## src/rtl/pdf_pkg.sv

```systemverilog
// Shared constants and power-of-ten table for the padded decimal formatter.
package pdf_pkg;

   localparam int MAX_WIDTH_DEFAULT = 39;
   localparam int TABLE_DEPTH       = 5;
   localparam int POW_W             = 14;
   localparam int MAG_W             = 17;
   localparam int IDX_W             = 3;

   localparam logic [7:0] CHAR_MINUS = 8'h2D;
   localparam logic [7:0] CHAR_ZERO  = 8'h30;

   typedef logic [POW_W-1:0] pow_type;

   localparam pow_type POWERS [TABLE_DEPTH] = '{
      14'd1, 14'd10, 14'd100, 14'd1000, 14'd10000
   };

endpackage

```

## src/rtl/padded_decimal_formatter.sv

```systemverilog
// Padded decimal formatter: signed 16-bit value to left-padded ASCII, one character per item.
//
// One request becomes a run of characters: the fill character as padding, a '-' for a
// negative value, then the decimal digits without leading zeros; rsp_last marks the end.
// min_width saturates at MAX_WIDTH. The block takes one request at a time and holds
// req_stall high until the last character is in the output register. A single
// 18-bit subtract/compare unit does all the comparisons and subtractions against the
// power-of-ten table: ST_COUNT sizes the number, then ST_DIVIDE finds each digit by
// repeated subtraction of its power of ten and ST_DIGIT issues it.
module padded_decimal_formatter #(
   parameter int MAX_WIDTH = pdf_pkg::MAX_WIDTH_DEFAULT
) (
   input  logic        clock,
   input  logic        reset,
   input  logic        req_valid,
   output logic        req_stall,
   input  logic [15:0] req_value,
   input  logic [5:0]  req_min_width,
   input  logic [7:0]  req_fill_char,
   output logic        rsp_valid,
   input  logic        rsp_stall,
   output logic [7:0]  rsp_out_char,
   output logic        rsp_last
);

   typedef enum logic [2:0] {
      ST_IDLE, ST_COUNT, ST_SIZE, ST_PAD, ST_SIGN, ST_DIVIDE, ST_DIGIT
   } state_type;

   localparam logic [5:0] WIDTH_CAP = 6'(MAX_WIDTH);

   state_type                    state_ff;
   logic                         neg_ff;
   logic [pdf_pkg::MAG_W-1:0]    mag_ff;
   logic [5:0]                   width_ff;
   logic [7:0]                   fill_ff;
   logic [pdf_pkg::IDX_W-1:0]    idx_ff;
   logic [2:0]                   digits_ff;
   logic [5:0]                   pad_ff;
   logic [3:0]                   acc_ff;
   logic                         rsp_valid_ff;
   logic [7:0]                   rsp_char_ff;
   logic                         rsp_last_ff;

   logic                         slot_free;
   logic                         accept;
   logic                         emit_char;
   logic                         rsp_valid_in;
   pdf_pkg::pow_type             pow;
   logic [pdf_pkg::MAG_W:0]      diff;
   logic                         ge;
   logic [2:0]                   body;
   logic [5:0]                   pad_in;
   logic [pdf_pkg::MAG_W-1:0]    mag_in;

   assign slot_free = !rsp_valid_ff || !rsp_stall;
   assign accept    = req_valid && (state_ff == ST_IDLE);
   assign req_stall = (state_ff != ST_IDLE);

   assign emit_char    = slot_free && ((state_ff == ST_PAD) || (state_ff == ST_SIGN)
                                       || (state_ff == ST_DIGIT));
   assign rsp_valid_in = emit_char || (rsp_valid_ff && rsp_stall);

   // shared subtract / compare unit
   assign pow  = (idx_ff < 3'(pdf_pkg::TABLE_DEPTH)) ? pdf_pkg::POWERS[idx_ff] : '0;
   assign diff = {1'b0, mag_ff} - {4'b0, pow};
   assign ge   = !diff[pdf_pkg::MAG_W];

   assign body   = digits_ff + {2'b0, neg_ff};
   assign pad_in = (width_ff > {3'b0, body}) ? (width_ff - {3'b0, body}) : 6'd0;
   assign mag_in = req_value[15] ? (17'h10000 - {1'b0, req_value}) : {1'b0, req_value};

   always_ff @(posedge clock) begin
      if (reset) begin
         state_ff     <= ST_IDLE;
         rsp_valid_ff <= 1'b0;
      end else begin
         rsp_valid_ff <= rsp_valid_in;
         unique case (state_ff)
            ST_IDLE: begin
               if (accept) begin
                  neg_ff    <= req_value[15];
                  mag_ff    <= mag_in;
                  width_ff  <= (req_min_width > WIDTH_CAP) ? WIDTH_CAP : req_min_width;
                  fill_ff   <= req_fill_char;
                  idx_ff    <= 3'd1;
                  digits_ff <= 3'd1;
                  state_ff  <= ST_COUNT;
               end
            end
            ST_COUNT: begin
               if (ge) digits_ff <= digits_ff + 3'd1;
               if (idx_ff == 3'(pdf_pkg::TABLE_DEPTH - 1)) state_ff <= ST_SIZE;
               else idx_ff <= idx_ff + 3'd1;
            end
            ST_SIZE: begin
               pad_ff <= pad_in;
               idx_ff <= digits_ff - 3'd1;
               acc_ff <= 4'd0;
               priority if (pad_in != 6'd0) state_ff <= ST_PAD;
               else if (neg_ff)             state_ff <= ST_SIGN;
               else                         state_ff <= ST_DIVIDE;
            end
            ST_PAD: begin
               if (slot_free) begin
                  rsp_char_ff  <= fill_ff;
                  rsp_last_ff  <= 1'b0;
                  pad_ff       <= pad_ff - 6'd1;
                  if (pad_ff == 6'd1) state_ff <= neg_ff ? ST_SIGN : ST_DIVIDE;
               end
            end
            ST_SIGN: begin
               if (slot_free) begin
                  rsp_char_ff  <= pdf_pkg::CHAR_MINUS;
                  rsp_last_ff  <= 1'b0;
                  state_ff     <= ST_DIVIDE;
               end
            end
            ST_DIVIDE: begin
               if (ge) begin
                  mag_ff <= diff[pdf_pkg::MAG_W-1:0];
                  acc_ff <= acc_ff + 4'd1;
               end else begin
                  state_ff <= ST_DIGIT;
               end
            end
            ST_DIGIT: begin
               if (slot_free) begin
                  rsp_char_ff  <= pdf_pkg::CHAR_ZERO + {4'b0, acc_ff};
                  rsp_last_ff  <= (idx_ff == 3'd0);
                  acc_ff       <= 4'd0;
                  if (idx_ff == 3'd0) state_ff <= ST_IDLE;
                  else begin
                     idx_ff   <= idx_ff - 3'd1;
                     state_ff <= ST_DIVIDE;
                  end
               end
            end
            default: state_ff <= ST_IDLE;
         endcase
      end
   end

   assign rsp_valid    = rsp_valid_ff;
   assign rsp_out_char = rsp_char_ff;
   assign rsp_last     = rsp_last_ff;

   a_accept_starts_count: assert property (@(posedge clock) disable iff (reset)
      accept |=> state_ff == ST_COUNT)
      else $error("accepted item did not start sizing");

   a_digit_in_range: assert property (@(posedge clock) disable iff (reset)
      state_ff == ST_DIGIT |-> acc_ff <= 4'd9)
      else $error("digit accumulator above nine");

   a_divide_index: assert property (@(posedge clock) disable iff (reset)
      state_ff == ST_DIVIDE |-> idx_ff < 3'(pdf_pkg::TABLE_DEPTH))
      else $error("digit index beyond table");

   a_last_ends_run: assert property (@(posedge clock) disable iff (reset)
      (state_ff == ST_DIGIT && slot_free && idx_ff == 3'd0)
      |=> state_ff == ST_IDLE && rsp_valid_ff && rsp_last_ff)
      else $error("final digit not flagged last");

endmodule

```

## config.mk

```make
export PLATFORM = sky130hd
export DESIGN_NAME = padded_decimal_formatter
export DESIGN_NICKNAME = d
export VERILOG_FILES = /design/src/rtl/pdf_pkg.sv /design/src/rtl/padded_decimal_formatter.sv
export SDC_FILE = /design/constraint.sdc
export NUM_CORES = 1
export LEC_CHECK = 0
export BUFFER_PORTS_ARGS = -buffer_cell sky130_fd_sc_hd__buf_2
export CORE_ASPECT_RATIO = 1.75
export CORE_MARGIN = 1.5
export CORE_UTILIZATION = 50
export CTS_CLUSTER_DIAMETER = 120
export DETAILED_ROUTE_END_ITERATION = 12
export MAX_ROUTING_LAYER = met4
export PLACE_DENSITY_LB_ADDON = 0.3
export SLEW_MARGIN = 20
export SYNTH_ARGS = -nofsm -noshare
export SYNTH_HDL_FRONTEND = slang
export SYNTH_SLANG_ARGS = --single-unit
export TNS_END_PERCENT = 10
```

## constraint.sdc

```tcl
create_clock -name clock -period 9.5 [get_ports clock]
set_input_delay 1.9 -clock clock [delete_from_list [all_inputs] [get_ports clock]]
set_output_delay 1.9 -clock clock [all_outputs]
set_load 0.03 [all_outputs]
```

==> metrics.yaml, run 1 <==
dieWidth_microns: 71.32
drcViolationCount: 0
cp_common_cell: "nand2_1"
drive_gt1_share_pct: 15.05
antenna_found_initial: 0
max_stage_delay_ps: 530
hold_path.class: "register to register"
path_depth: 11
cp-start-kind: "register"
fmax_mhz: 292.2
portBuffers: 44
ir_drop_mv: 0.1138
cp.required_ps: 9510
io_pins: 45
clockBufferDepth: 2
slew_violations: 0
min_period_over_period_pct: 36.03
arrival_ps: 3430
grt_pass1_vias: 3193
cts_resized: 0
slew_headroom_pct: 26.78
p_per_area_nw_per_um2: 259.4
coreArea_sq_um: 7909
cp_slowest_cell: "o21ai_0"
r2r_setup_slack_ps: 6080
drtAntennaViolNets: 0
max-cap-violations: 0
syn_inst: 417
routed_wl_microns: 8619
fin_setup_tns_ps: 0
critPathBufInv: 1
p_total_w: 0.001206
htreeDepth: 3
crit_fanout: 17
worstPathCellList: "nor2_1 -> nand2_1 -> and2_1 -> ha_1 -> nand2_1 -> o21ai_0 -> a31o_1 -> a31oi_2 -> nand2b_1 -> o21bai_1 -> buf_4"
gp_congestion: 0.8858
async_reset_ff_share_pct: 0
hpwl_microns: 6541
hold_viol: 0
grt_overflow: 0
grt_pass1_wl_microns: 14350
yosysSeqAreaShare_pct: 43.87
die_h_microns: 122.6
path_clk_slew_ps: 60
cts-root-buf: "clkbuf_16"
nNetsFinal: 521
syn-num-nets: 478
syn_to_final_growth_pct: 13.85
worst_slack_ps: 6077
insertion_delay_ps: 330
vias_per_cell: 5.838
vias: 3240
leakage_nw: 1.792
postCtsSetupRepairBufs: 0
layout_common_cells: "edfxtp_1, buf_2, nand2_1"
critPathCaptureType: "register"
drtIter0Drc: 244
firstDrtPassIters: 5
synth.avg_cell_area_sq_um: 9.794
r2r_cells: 11
cpLargestDelayFamily: "compound AO/OA/AOI/OAI gates"
fin_skew_ps: 6.926
cts_buffers: 9
regToRegEndpoint: "mag_ff[2]$_DFFE_PP_"
rsz0062_at_grt: "no"
synth_area_sq_um: 4084
routedWlPerCell_microns: 15.53
synth_edf_count: 57
period_minus_slack_ps: 3423
cts_tree: "yes"
dieArea_sq_um: 8740
grt_use_total_pct: 21.80
rows: 43
yosys_most_used_dff: "edfxtp_1"
cts_hold_buf: 0
crit_start: "idx_ff[0]$_DFFE_PP_"
ys_warn_count: 0
place_worst_setup_slack_ps: 5783
final_common_cell: "edfxtp_1"
status: "finished clean"
synth_cell_type_count: 63
worstReg2RegStart: "idx_ff[0]$_DFFE_PP_"
crit_path_end: "mag_ff[2]$_DFFE_PP_"
path_class: "register to register"
diodes: 0
grt_max_degree: 21
worst_hold_slack_ps: 523.0
synth_seq_cells: 61
initial_core_util_pct: 51.64
setup_viol: 0
tightest_slew_ps: 1071
clkSinkCount: 61
-- worst min-delay path by stage --
stage                         startpoint                        end  slack, ps  cells after the start
floorplan           fill_ff[5]$_DFFE_PP_  rsp_out_char[5]$_DFFE_PP_        480                      1
global placement    fill_ff[5]$_DFFE_PP_  rsp_out_char[5]$_DFFE_PP_        480                      1
detailed placement  fill_ff[6]$_DFFE_PP_  rsp_out_char[6]$_DFFE_PP_        510                      1
CTS                 fill_ff[6]$_DFFE_PP_  rsp_out_char[6]$_DFFE_PP_        520                      1
global route        fill_ff[6]$_DFFE_PP_  rsp_out_char[6]$_DFFE_PP_        530                      1
finish              fill_ff[4]$_DFFE_PP_  rsp_out_char[4]$_DFFE_PP_        520                      2
-- synthesized netlist by cell type (2+ instances only) --
library cell | count | area share (%)
and3_1 | 5 | 0.77
o211ai_1 | 5 | 0.92
nor3_1 | 9 | 1.1
mux2i_1 | 2 | 0.49
o21ai_0 | 25 | 3.1
inv_1 | 23 | 2.1
xnor2_1 | 25 | 5.4
a21o_1 | 2 | 0.37
o31a_1 | 2 | 0.43
nand3b_1 | 2 | 0.37
a221oi_1 | 5 | 1.1
or3_4 | 2 | 0.55
o22ai_1 | 7 | 1.1
nand3_1 | 6 | 0.74
nor2b_1 | 7 | 1.1
xor2_1 | 11 | 2.4
or2_2 | 2 | 0.31
nand2b_1 | 12 | 1.8
nor2_1 | 32 | 2.9
o31ai_1 | 7 | 1.3
nor4_1 | 2 | 0.31
a22oi_1 | 2 | 0.37
a21boi_1 | 2 | 0.37
o21a_1 | 3 | 0.55
nor3b_1 | 2 | 0.37
clkbuf_1 | 11 | 1.0
a31oi_1 | 5 | 0.77
nand2_1 | 39 | 3.6
edfxtp_1 | 57 | 42
buf_2 | 3 | 0.37
or3_1 | 9 | 1.4
ha_1 | 24 | 7.4
and2_1 | 7 | 1.1
dfxtp_1 | 4 | 2.0
o21ai_1 | 3 | 0.37
a21oi_1 | 24 | 2.9
fa_1 | 3 | 1.5
-- flip-flops by register name, summed over array words and instances (netlist names) --
signal        count
mag_ff           17
pad_ff            6
idx_ff            3
rsp_valid         1
digits_ff         3
rsp_last          1
fill_ff           8
rsp_out_char      8
width_ff          6
neg_ff            1
acc_ff            4
state_ff          3
-- where the power goes --
part | total [W] | switching (W) | internal (W)
sequential | 0.000404 | 0.0000431 | 0.000361
clock | 0.000292 | 0.000117 | 0.000175
combinational | 0.000509 | 0.000306 | 0.000204
total | 0.00121 | 0.000466 | 0.000740
-- tightest hold or removal path, cell delays in order, from the launching register on --
cell	delay, ps
edfxtp_1	320
nand2_1	50
nand2_1	50
-- cell type report --
cell class                 count  area, sq um
timing repair buffer          47        240.2
fill                         672         3259
clock inverter                 6        38.79
inverter                      23        86.33
sequential                    61         1792
clock buffer                  10        229.0
multi-input combinational    318         2151
tap                           90        112.6
-- stage by stage --
| step | instances | area [sq um] | util (%) |
|---|---|---|---|
| after floorplan | 417 | 4084 | - |
| after global placement | 538 | 4377 | 55.34 |
| after detailed placement | 538 | 4377 | 55.34 |
| after CTS | 554 | 4644 | 58.72 |
| after global routing | 555 | 4649 | 58.79 |
| final | 555 | 4649 | 58.79 |
-- logic make-up (layout without fill, tap and decap cells) --
family | after synthesis | in the layout | share of synthesized area (%)
buffers and inverters | 38 | 86 | 3.584
xor gates and xnor gates | 36 | 36 | 7.721
DFF | 61 | 61 | 43.87
muxes | 3 | 3 | 0.7659
and+or+nand+nor | 141 | 141 | 17.31
adders and majority gates | 27 | 27 | 8.824
AOI/OAI and AO/OA | 111 | 111 | 17.92
-- per-layer routing --
layer	vias to the layer above	share of wire [%]	track usage [%]
li1	1621	-	-
met1	1534	38	22.54
met2	71	56	39.53
met3	14	3.6	4.023
met4	0	2.4	9.552
met5	-	0	-
(Power assumes the default switching activity.)
==> inputs of run 2 (changes only) <==
--- a/config.mk
+++ b/config.mk
@@ -5,6 +5,7 @@
 export SDC_FILE = /design/constraint.sdc
 export NUM_CORES = 1
 export LEC_CHECK = 0
+export ABC_AREA = 1
 export BUFFER_PORTS_ARGS = -buffer_cell sky130_fd_sc_hd__buf_2
 export CORE_ASPECT_RATIO = 1.75
 export CORE_MARGIN = 1.5
==> constraint.sdc (replaced) <==
create_clock -name clock -period 3.1 [get_ports clock]
set_input_delay 0.62 -clock clock [delete_from_list [all_inputs] [get_ports clock]]
set_output_delay 0.62 -clock clock [all_outputs]
set_load 0.03 [all_outputs]
==> run 2 against run 1 <==
Against the previous run:
- first-iteration DRC count decreased by 11%
- maximum frequency up 26%
- worst setup slack lost 5700 ps
- non-clock buffer count is 2 higher
- largest cell class unchanged
- core utilization up 0.42 points
- global-route usage up 1.5 points
- hold slack lost 58 ps
- clock power rose to 3.9 times the previous value
- count of clock-buffer cells in the layout shrank 1
==> metrics.yaml, run 2 <==
initial_core_util_pct: 51.19  # -0.45 points
grt_max_degree: 23  # +9.5%
grt_pass1_vias: 3679  # +15%
yosys.area.top_type_share_pct: 40.76  # -1.1 points
hpwl_microns: 7282  # +11%
synth_commonest_cells: "nand2_1, inv_1, nor2_1, edfxtp_1, o21ai_0"
period_minus_slack_ps: 2717  # -705.5 ps
final_common_cell: "nand2_1"
fin_skew_ps: 8.238  # +1.312 ps
holdPathStages: 1  # -1
worstReg2RegStart: "idx_ff[1]$_DFFE_PP_"
grt_pass1_wl_microns: 15840  # +10%
drtIter0Drc: 216  # -11%
async_reset_ff_share_pct: 0  # unchanged
max_stage_delay_ps: 480  # -50 ps
fin_cells: 676  # +22%
cp-start-kind: "register"
fmax_mhz: 368.0  # +26%
postCtsSetupRepairBufs: 0  # unchanged
drive_gt1_share_pct: 15.58  # +0.53 points
htreeDepth: 3  # unchanged
regToRegEndpoint: "digits_ff[2]$_SDFFCE_PN0P_"
path_clk_slew_ps: 60  # about the same
largest_register: "mag_ff"
largest_reg_flops: 17  # unchanged
cp_slowest_cell: "edfxtp_1"
rows: 44  # +2.3%
vias_per_cell: 5.288  # -9.4%
synth_edf_count: 57  # unchanged
grt_use_total_pct: 23.32  # +1.5 points
arrival_ps: 2790  # -640 ps
cpLargestDelayFamily: "simple AND/OR/NAND/NOR gates"
drtAntennaViolNets: 0  # unchanged
hold_viol: 0  # unchanged
placedCellCount: 660  # +23%
worst_hold_slack_ps: 465.2  # -57.79 ps
routed_wl_microns: 9229  # +7.1%
slew_headroom_pct: 45.87  # +19 points
yosysMostFrequentCell: "nand2_1"
worstHoldStart: "req_fill_char[5]"
multi_input_area_sq_um: 2021  # -6.0%
cts_resized: 0  # unchanged
p_total_w: 0.004076  # +240%
insertion_delay_ps: 330  # about the same
status: "finished clean"
gp_congestion: 0.9315  # +5.2%
syn_inst: 529  # +27%
antenna_found_initial: 0  # unchanged
synth_top_area_cell: "edfxtp_1"
leakage_nw: 2.241  # +25%
slew_violations: 0  # unchanged
cts_buffers: 9  # unchanged
synth_area_sq_um: 4199  # +2.8%
critPathCaptureType: "register"
max-cap-violations: 0  # unchanged
min_period_over_period_pct: 87.65  # +52 points
cp_common_cell: "nand2_1"
dieArea_sq_um: 8979  # +2.7%
dieWidth_microns: 72.28  # +1.3%
synth_seq_cells: 61  # unchanged
p_per_area_nw_per_um2: 839.2  # +220%
r2r_cells: 12  # +1
path_class: "register to register"
io_pins: 45  # unchanged
vias: 3575  # +10%
clkSinkCount: 61  # unchanged
syn_to_final_growth_pct: 15.67
portBuffers: 44  # unchanged
cp.required_ps: 3170  # -6340 ps
layout_common_cells: "nand2_1, inv_1, nor2_1"
synth_cell_type_count: 45  # -29%
clockBufferDepth: 2  # unchanged
r2r_setup_slack_ps: 380  # -5690 ps
yosys_most_used_dff: "edfxtp_1"
tightest_slew_ps: 810.0  # -260.7 ps
crit_fanout: 6  # -11
drcViolationCount: 0  # unchanged
sequential_cell_area_sq_um: 1792  # unchanged
ir_drop_mv: 0.4511  # +300%
synth.avg_cell_area_sq_um: 7.938  # -19%
syn-num-nets: 590  # +23%
fillers: 742  # +10%
die_h_microns: 124.2  # +1.4%
cts_hold_buf: 0  # unchanged
hold_path_end: "fill_ff[5]$_DFFE_PP_"
ys_top_cells_by_area: "edfxtp_1, nand2_1, ha_1, inv_1, nor2_1"
cts-root-buf: "clkbuf_16"
grt_overflow: 0  # unchanged
worstPathCellList: "nor2_1 -> nand2_1 -> and2_1 -> ha_1 -> nand2_1 -> inv_1 -> a21oi_1 -> nand3_2 -> nand2_1 -> nand2_1 -> o21ai_0 -> inv_1"
ys_warn_count: 0  # unchanged
critPathBufInv: 2  # +1
hold_path.class: "input port to register"
rsz0062_at_grt: "no"
yosysSeqAreaShare_pct: 42.67  # -1.2 points
cts_tree: "yes"
routedWlPerCell_microns: 13.65  # -12%
nNetsFinal: 640  # +23%
setup_viol: 0  # unchanged
firstDrtPassIters: 4  # -1
diodes: 0  # unchanged
fin_setup_tns_ps: 0  # unchanged
coreArea_sq_um: 8203  # +3.7%
-- run 2: cell count changes in the layout (fill, tap and decap cells not counted), moves of 7 or more --
cell,previous run,this run
nand3_1,6,26
nand2b_1,12,0
inv_1,23,80
nor2b_1,7,0
xnor2_1,25,7
or3_1,9,0
inv_2,0,8
nor2_1,32,67
nand2_1,39,111
-- run 2: worst max path at each step --
stage / from / to / slack, ps / cells past startpoint
2_1_floorplan: idx_ff[1]$_DFFE_PP_ / mag_ff[0]$_DFFE_PP_ / 630 / 12
4_1_cts: idx_ff[0]$_DFFE_PP_ / digits_ff[2]$_SDFFCE_PN0P_ / 380 / 12
5_1_grt: idx_ff[1]$_DFFE_PP_ / mag_ff[0]$_DFFE_PP_ / 110 / 13
3_3_place_gp: idx_ff[2]$_DFFE_PP_ / mag_ff[0]$_DFFE_PP_ / 530 / 13
6_report: idx_ff[1]$_DFFE_PP_ / digits_ff[2]$_SDFFCE_PN0P_ / 380 / 12
3_5_place_dp: idx_ff[1]$_DFFE_PP_ / digits_ff[2]$_SDFFCE_PN0P_ / 410 / 12
-- run 2: kinds of logic after synthesis --
kind of cell | share of synthesized area [%]
simple gates | 24.02
compound gates | 12.57
xor+xnor | 2.920
flops | 42.67
fa+ha+maj | 8.582
buf+inv | 9.237
-- run 2: power by group --
part | internal, W | total (W) | switching [W] | leakage (nW)
clock | 0.000782 | 0.00115 | 0.000370 | 0.167
sequential | 0.00114 | 0.00126 | 0.000122 | 0.559
combinational | 0.000583 | 0.00166 | 0.00108 | 1.52
-- run 2: stage by stage --
step | setup slack [ps] | instance area [sq um] | util (%)
2_1_floorplan | 627.5 | 4199 | -
3_3_place_gp | 525.6 | 4519 | 55.09
3_5_place_dp | 406.2 | 4519 | 55.09
4_1_cts | 380.6 | 4857 | 59.21
5_1_grt | 110.5 | 4857 | 59.21
6_report | 382.7 | 4857 | 59.21
-- run 2: final cells by class --
cell class,instances,area share (%)
Clock buffer,9,4.637
Clock inverter,7,2.318
Sequential cell,61,36.89
Tap cell,92,2.370
Inverter,89,6.878
Timing Repair Buffer,49,5.307
Multi-Input combinational cell,369,41.60
-- run 2: layer usage --
layer  track usage [%]  wire (microns)  share of wire, %  up-vias
li1                  -               -                 -     1850
met5                 -               0                 0        -
met4             12.10             367               4.0        0
met3             4.383             289               3.1       27
met2             43.19            5217                57       74
met1             21.70            3355                36     1624
==> inputs of run 3 (changes only) <==
==> constraint.sdc (replaced) <==
create_clock -name clock -period 2.6 [get_ports clock]
set_input_delay 0.52 -clock clock [delete_from_list [all_inputs] [get_ports clock]]
set_output_delay 0.52 -clock clock [all_outputs]
set_load 0.03 [all_outputs]
==> run 3 against run 2 <==
Against the previous run:
- register-to-register slack lost 280 ps
- sequential cell count is the same
- worst setup slack lost 280 ps
- routed wire length grew 5.8%
- global-route usage grew 0.41 points
- critical path depth grew 1
- combinational power grew 36%
- sequential power grew 20%
- count of clock-buffer cells in the layout is the same
- maximum frequency grew 8.9%
- total power grew 21%
- sequential share of layout area shrank 1.1 points
- highest routed layer unchanged
==> metrics.yaml, run 3 (same netlist as run 2, synthesis figures left out) <==
status: "finished clean"
cp.required_ps: 2650  # -520 ps
antenna_found_initial: 0  # unchanged
hpwl_microns: 7306  # +0.33%
p_seq_share_pct: 30.5  # -0.5 points
p_per_area_nw_per_um2: 989.3  # +18%
min_period_over_period_pct: 95.96  # +8.3 points
tightest_slew_ps: 382.2  # -427.8 ps
largest_register: "mag_ff"
worstHoldStart: "req_fill_char[5]"
intPower_w: 0.002954  # +18%
max-cap-violations: 0  # unchanged
slew_violations: 0  # unchanged
io_pins: 45  # unchanged
firstDrtPassIters: 4  # unchanged
fmax_mhz: 400.8  # +8.9%
dieArea_sq_um: 8979  # unchanged
grt_pass1_wl_microns: 16040  # +1.3%
rsz0062_at_grt: "yes"
largest_reg_flops: 17  # unchanged
p_comb_share_pct: 45.7  # +5.0 points
clockBufferDepth: 2  # unchanged
cp-start-kind: "register"
cts-root-buf: "clkbuf_16"
coreArea_sq_um: 8203  # unchanged
grt_max_degree: 22  # -4.3%
htreeDepth: 3  # unchanged
drcViolationCount: 0  # unchanged
fin_skew_ps: 6.644  # -1.593 ps
drtIter0Drc: 176  # -19%
routed_wl_microns: 9760  # +5.8%
cts_buffers: 9  # unchanged
layout_common_cells: "nand2_1, inv_1, nor2_1"
drtAntennaViolNets: 0  # unchanged
worstReg2RegStart: "idx_ff[2]$_DFFE_PP_"
hold_viol: 0  # unchanged
grtUsageMet2_pct: 42.21  # -0.98 points
r2r_cells: 13  # +1
critPathCaptureType: "register"
switchingPower_w: 0.001992  # +27%
met3_usage_pct: 4.545  # +0.16 points
fillers: 683  # -8.0%
setup_viol: 0  # unchanged
holdPathStages: 1  # unchanged
nNetsFinal: 649  # +1.4%
dieWidth_microns: 72.28  # unchanged
hold_path_end: "fill_ff[5]$_DFFE_PP_"
clkSinkCount: 61  # unchanged
initial_core_util_pct: 51.19  # unchanged
hold_path.class: "input port to register"
leakage_nw: 2.279  # +1.7%
cts_hold_buf: 0  # unchanged
slew_headroom_pct: 74.25  # +28 points
cp_common_cell: "nand2_1"
arrival_ps: 2550  # -240 ps
portBuffers: 44  # unchanged
cp_slowest_cell: "edfxtp_1"
max_stage_delay_ps: 440  # -40 ps
final_common_cell: "nand2_1"
routedWlPerCell_microns: 14.25  # +4.4%
utilization_pct: 60.95  # +1.7 points
insertion_delay_ps: 340  # about the same
gp_congestion: 0.9085  # -2.5%
path_clk_slew_ps: 50  # about the same
switching_share_pct: 40.27  # +1.8 points
rows: 44  # unchanged
grt_use_total_pct: 23.73  # +0.41 points
regToRegEndpoint: "mag_ff[15]$_DFFE_PP_"
grt_overflow: 0  # unchanged
vias_per_cell: 5.445  # +3.0%
cts_tree: "yes"
worstPathCellList: "inv_2 -> nand2_1 -> or2_2 -> ha_4 -> nand3b_1 -> nor2_2 -> nand2_1 -> nand3_2 -> nand2_1 -> nand3_2 -> nand2_1 -> inv_2 -> clkbuf_16"
die_h_microns: 124.2  # unchanged
ir_drop_mv: 0.5022  # +11%
r2r_setup_slack_ps: 110  # -280 ps
p_total_w: 0.004946  # +21%
syn_to_final_growth_pct: 19.07
grt_pass1_vias: 3791  # +3.0%
met1_usage_pct: 22.43  # +0.73 points
diodes: 0  # unchanged
vias: 3730  # +4.3%
top_usage_layer: "met2"
crit_fanout: 8  # +2
drive_gt1_share_pct: 19.90  # +4.3 points
path_class: "register to register"
clkPwrFrac_pct: 23.7  # -4.6 points
period_minus_slack_ps: 2495  # -222.4 ps
-- run 3: cell count changes in the layout (fill, tap and decap cells not counted), moves of 3 or more --
| cell | previous run | this run |
|---|---|---|
| ha_1 | 24 | 21 |
| nor2_2 | 4 | 7 |
| nor2_1 | 67 | 63 |
| buf_4 | 5 | 12 |
| nand3_2 | 1 | 4 |
| nand3_1 | 26 | 23 |
| ha_4 | 0 | 3 |
| nand2_1 | 111 | 108 |
| nand2_2 | 4 | 7 |
-- run 3: worst max path at each step --
stage	start	end
after CTS	idx_ff[2]$_DFFE_PP_	mag_ff[0]$_DFFE_PP_
after global routing	idx_ff[2]$_DFFE_PP_	mag_ff[15]$_DFFE_PP_
after floorplan	idx_ff[1]$_DFFE_PP_	mag_ff[0]$_DFFE_PP_
final	idx_ff[2]$_DFFE_PP_	mag_ff[15]$_DFFE_PP_
after detailed placement	idx_ff[1]$_DFFE_PP_	digits_ff[1]$_SDFFCE_PN0P_
after global placement	idx_ff[1]$_DFFE_PP_	mag_ff[16]$_DFFE_PP_
-- run 3: power by group through the flow --
| stage | clock (W) | sequential [W] | combinational [W] |
|---|---|---|---|
| finish | 0.00117 | 0.00151 | 0.00226 |
| global route | 0.00123 | 0.00153 | 0.00253 |
| CTS | 0.00119 | 0.00149 | 0.00207 |
| detailed placement | 0 | 0.00151 | 0.00204 |
| global placement | 0 | 0.00151 | 0.00199 |
| floorplan | 0 | 0.00150 | 0.00151 |
-- run 3: what timing repair did --
item                                    CTS  global route
cloned                                    0             1
buffers inserted                          0             2
pin swaps                                 0             3
gates resized for setup                   2            21
endpoints found under the setup margin    4            34
-- run 3: cell type report --
class                           count  area, sq um  share of cell area [%]
Tap cell                           92        115.1                   2.302
Sequential cell                    61         1792                   35.84
Clock inverter                      7        66.31                   1.326
Timing Repair Buffer               58        355.3                   7.107
Inverter                           89        334.1                   6.682
Multi-Input combinational cell    369         2112                   42.24
Clock buffer                        9        225.2                   4.505
-- run 3: critical path, delay by kind of cell, from the launching register on --
kind,cells,cell delay [ps]
simple gates,9,1100
flops,1,440
fa+ha+maj,1,290
buf+inv,3,370
-- run 3: through the flow --
stage | area (sq um) | std cells | setup slack [ps] | hold slack, ps | TNS, ps
floorplan | 4199 | 529 | 127.5 | 481.8 | 0
global placement | 4577 | 666 | 27.03 | 486.9 | 0
detailed placement | 4577 | 666 | 1.456 | 508.1 | 0
CTS | 4871 | 682 | 10.96 | 352.3 | 0
global route | 5000 | 685 | -73.19 | 348.9 | -256.8
finish | 5000 | 685 | 105.1 | 358.9 | 0
-- run 3: per-layer routing --
| metal | share of wire, % | routed length (microns) |
|---|---|---|
| met1 | 37 | 3616 |
| met3 | 3.6 | 348 |
| met2 | 55 | 5343 |
| met5 | 0 | 0 |
| met4 | 4.6 | 452 |
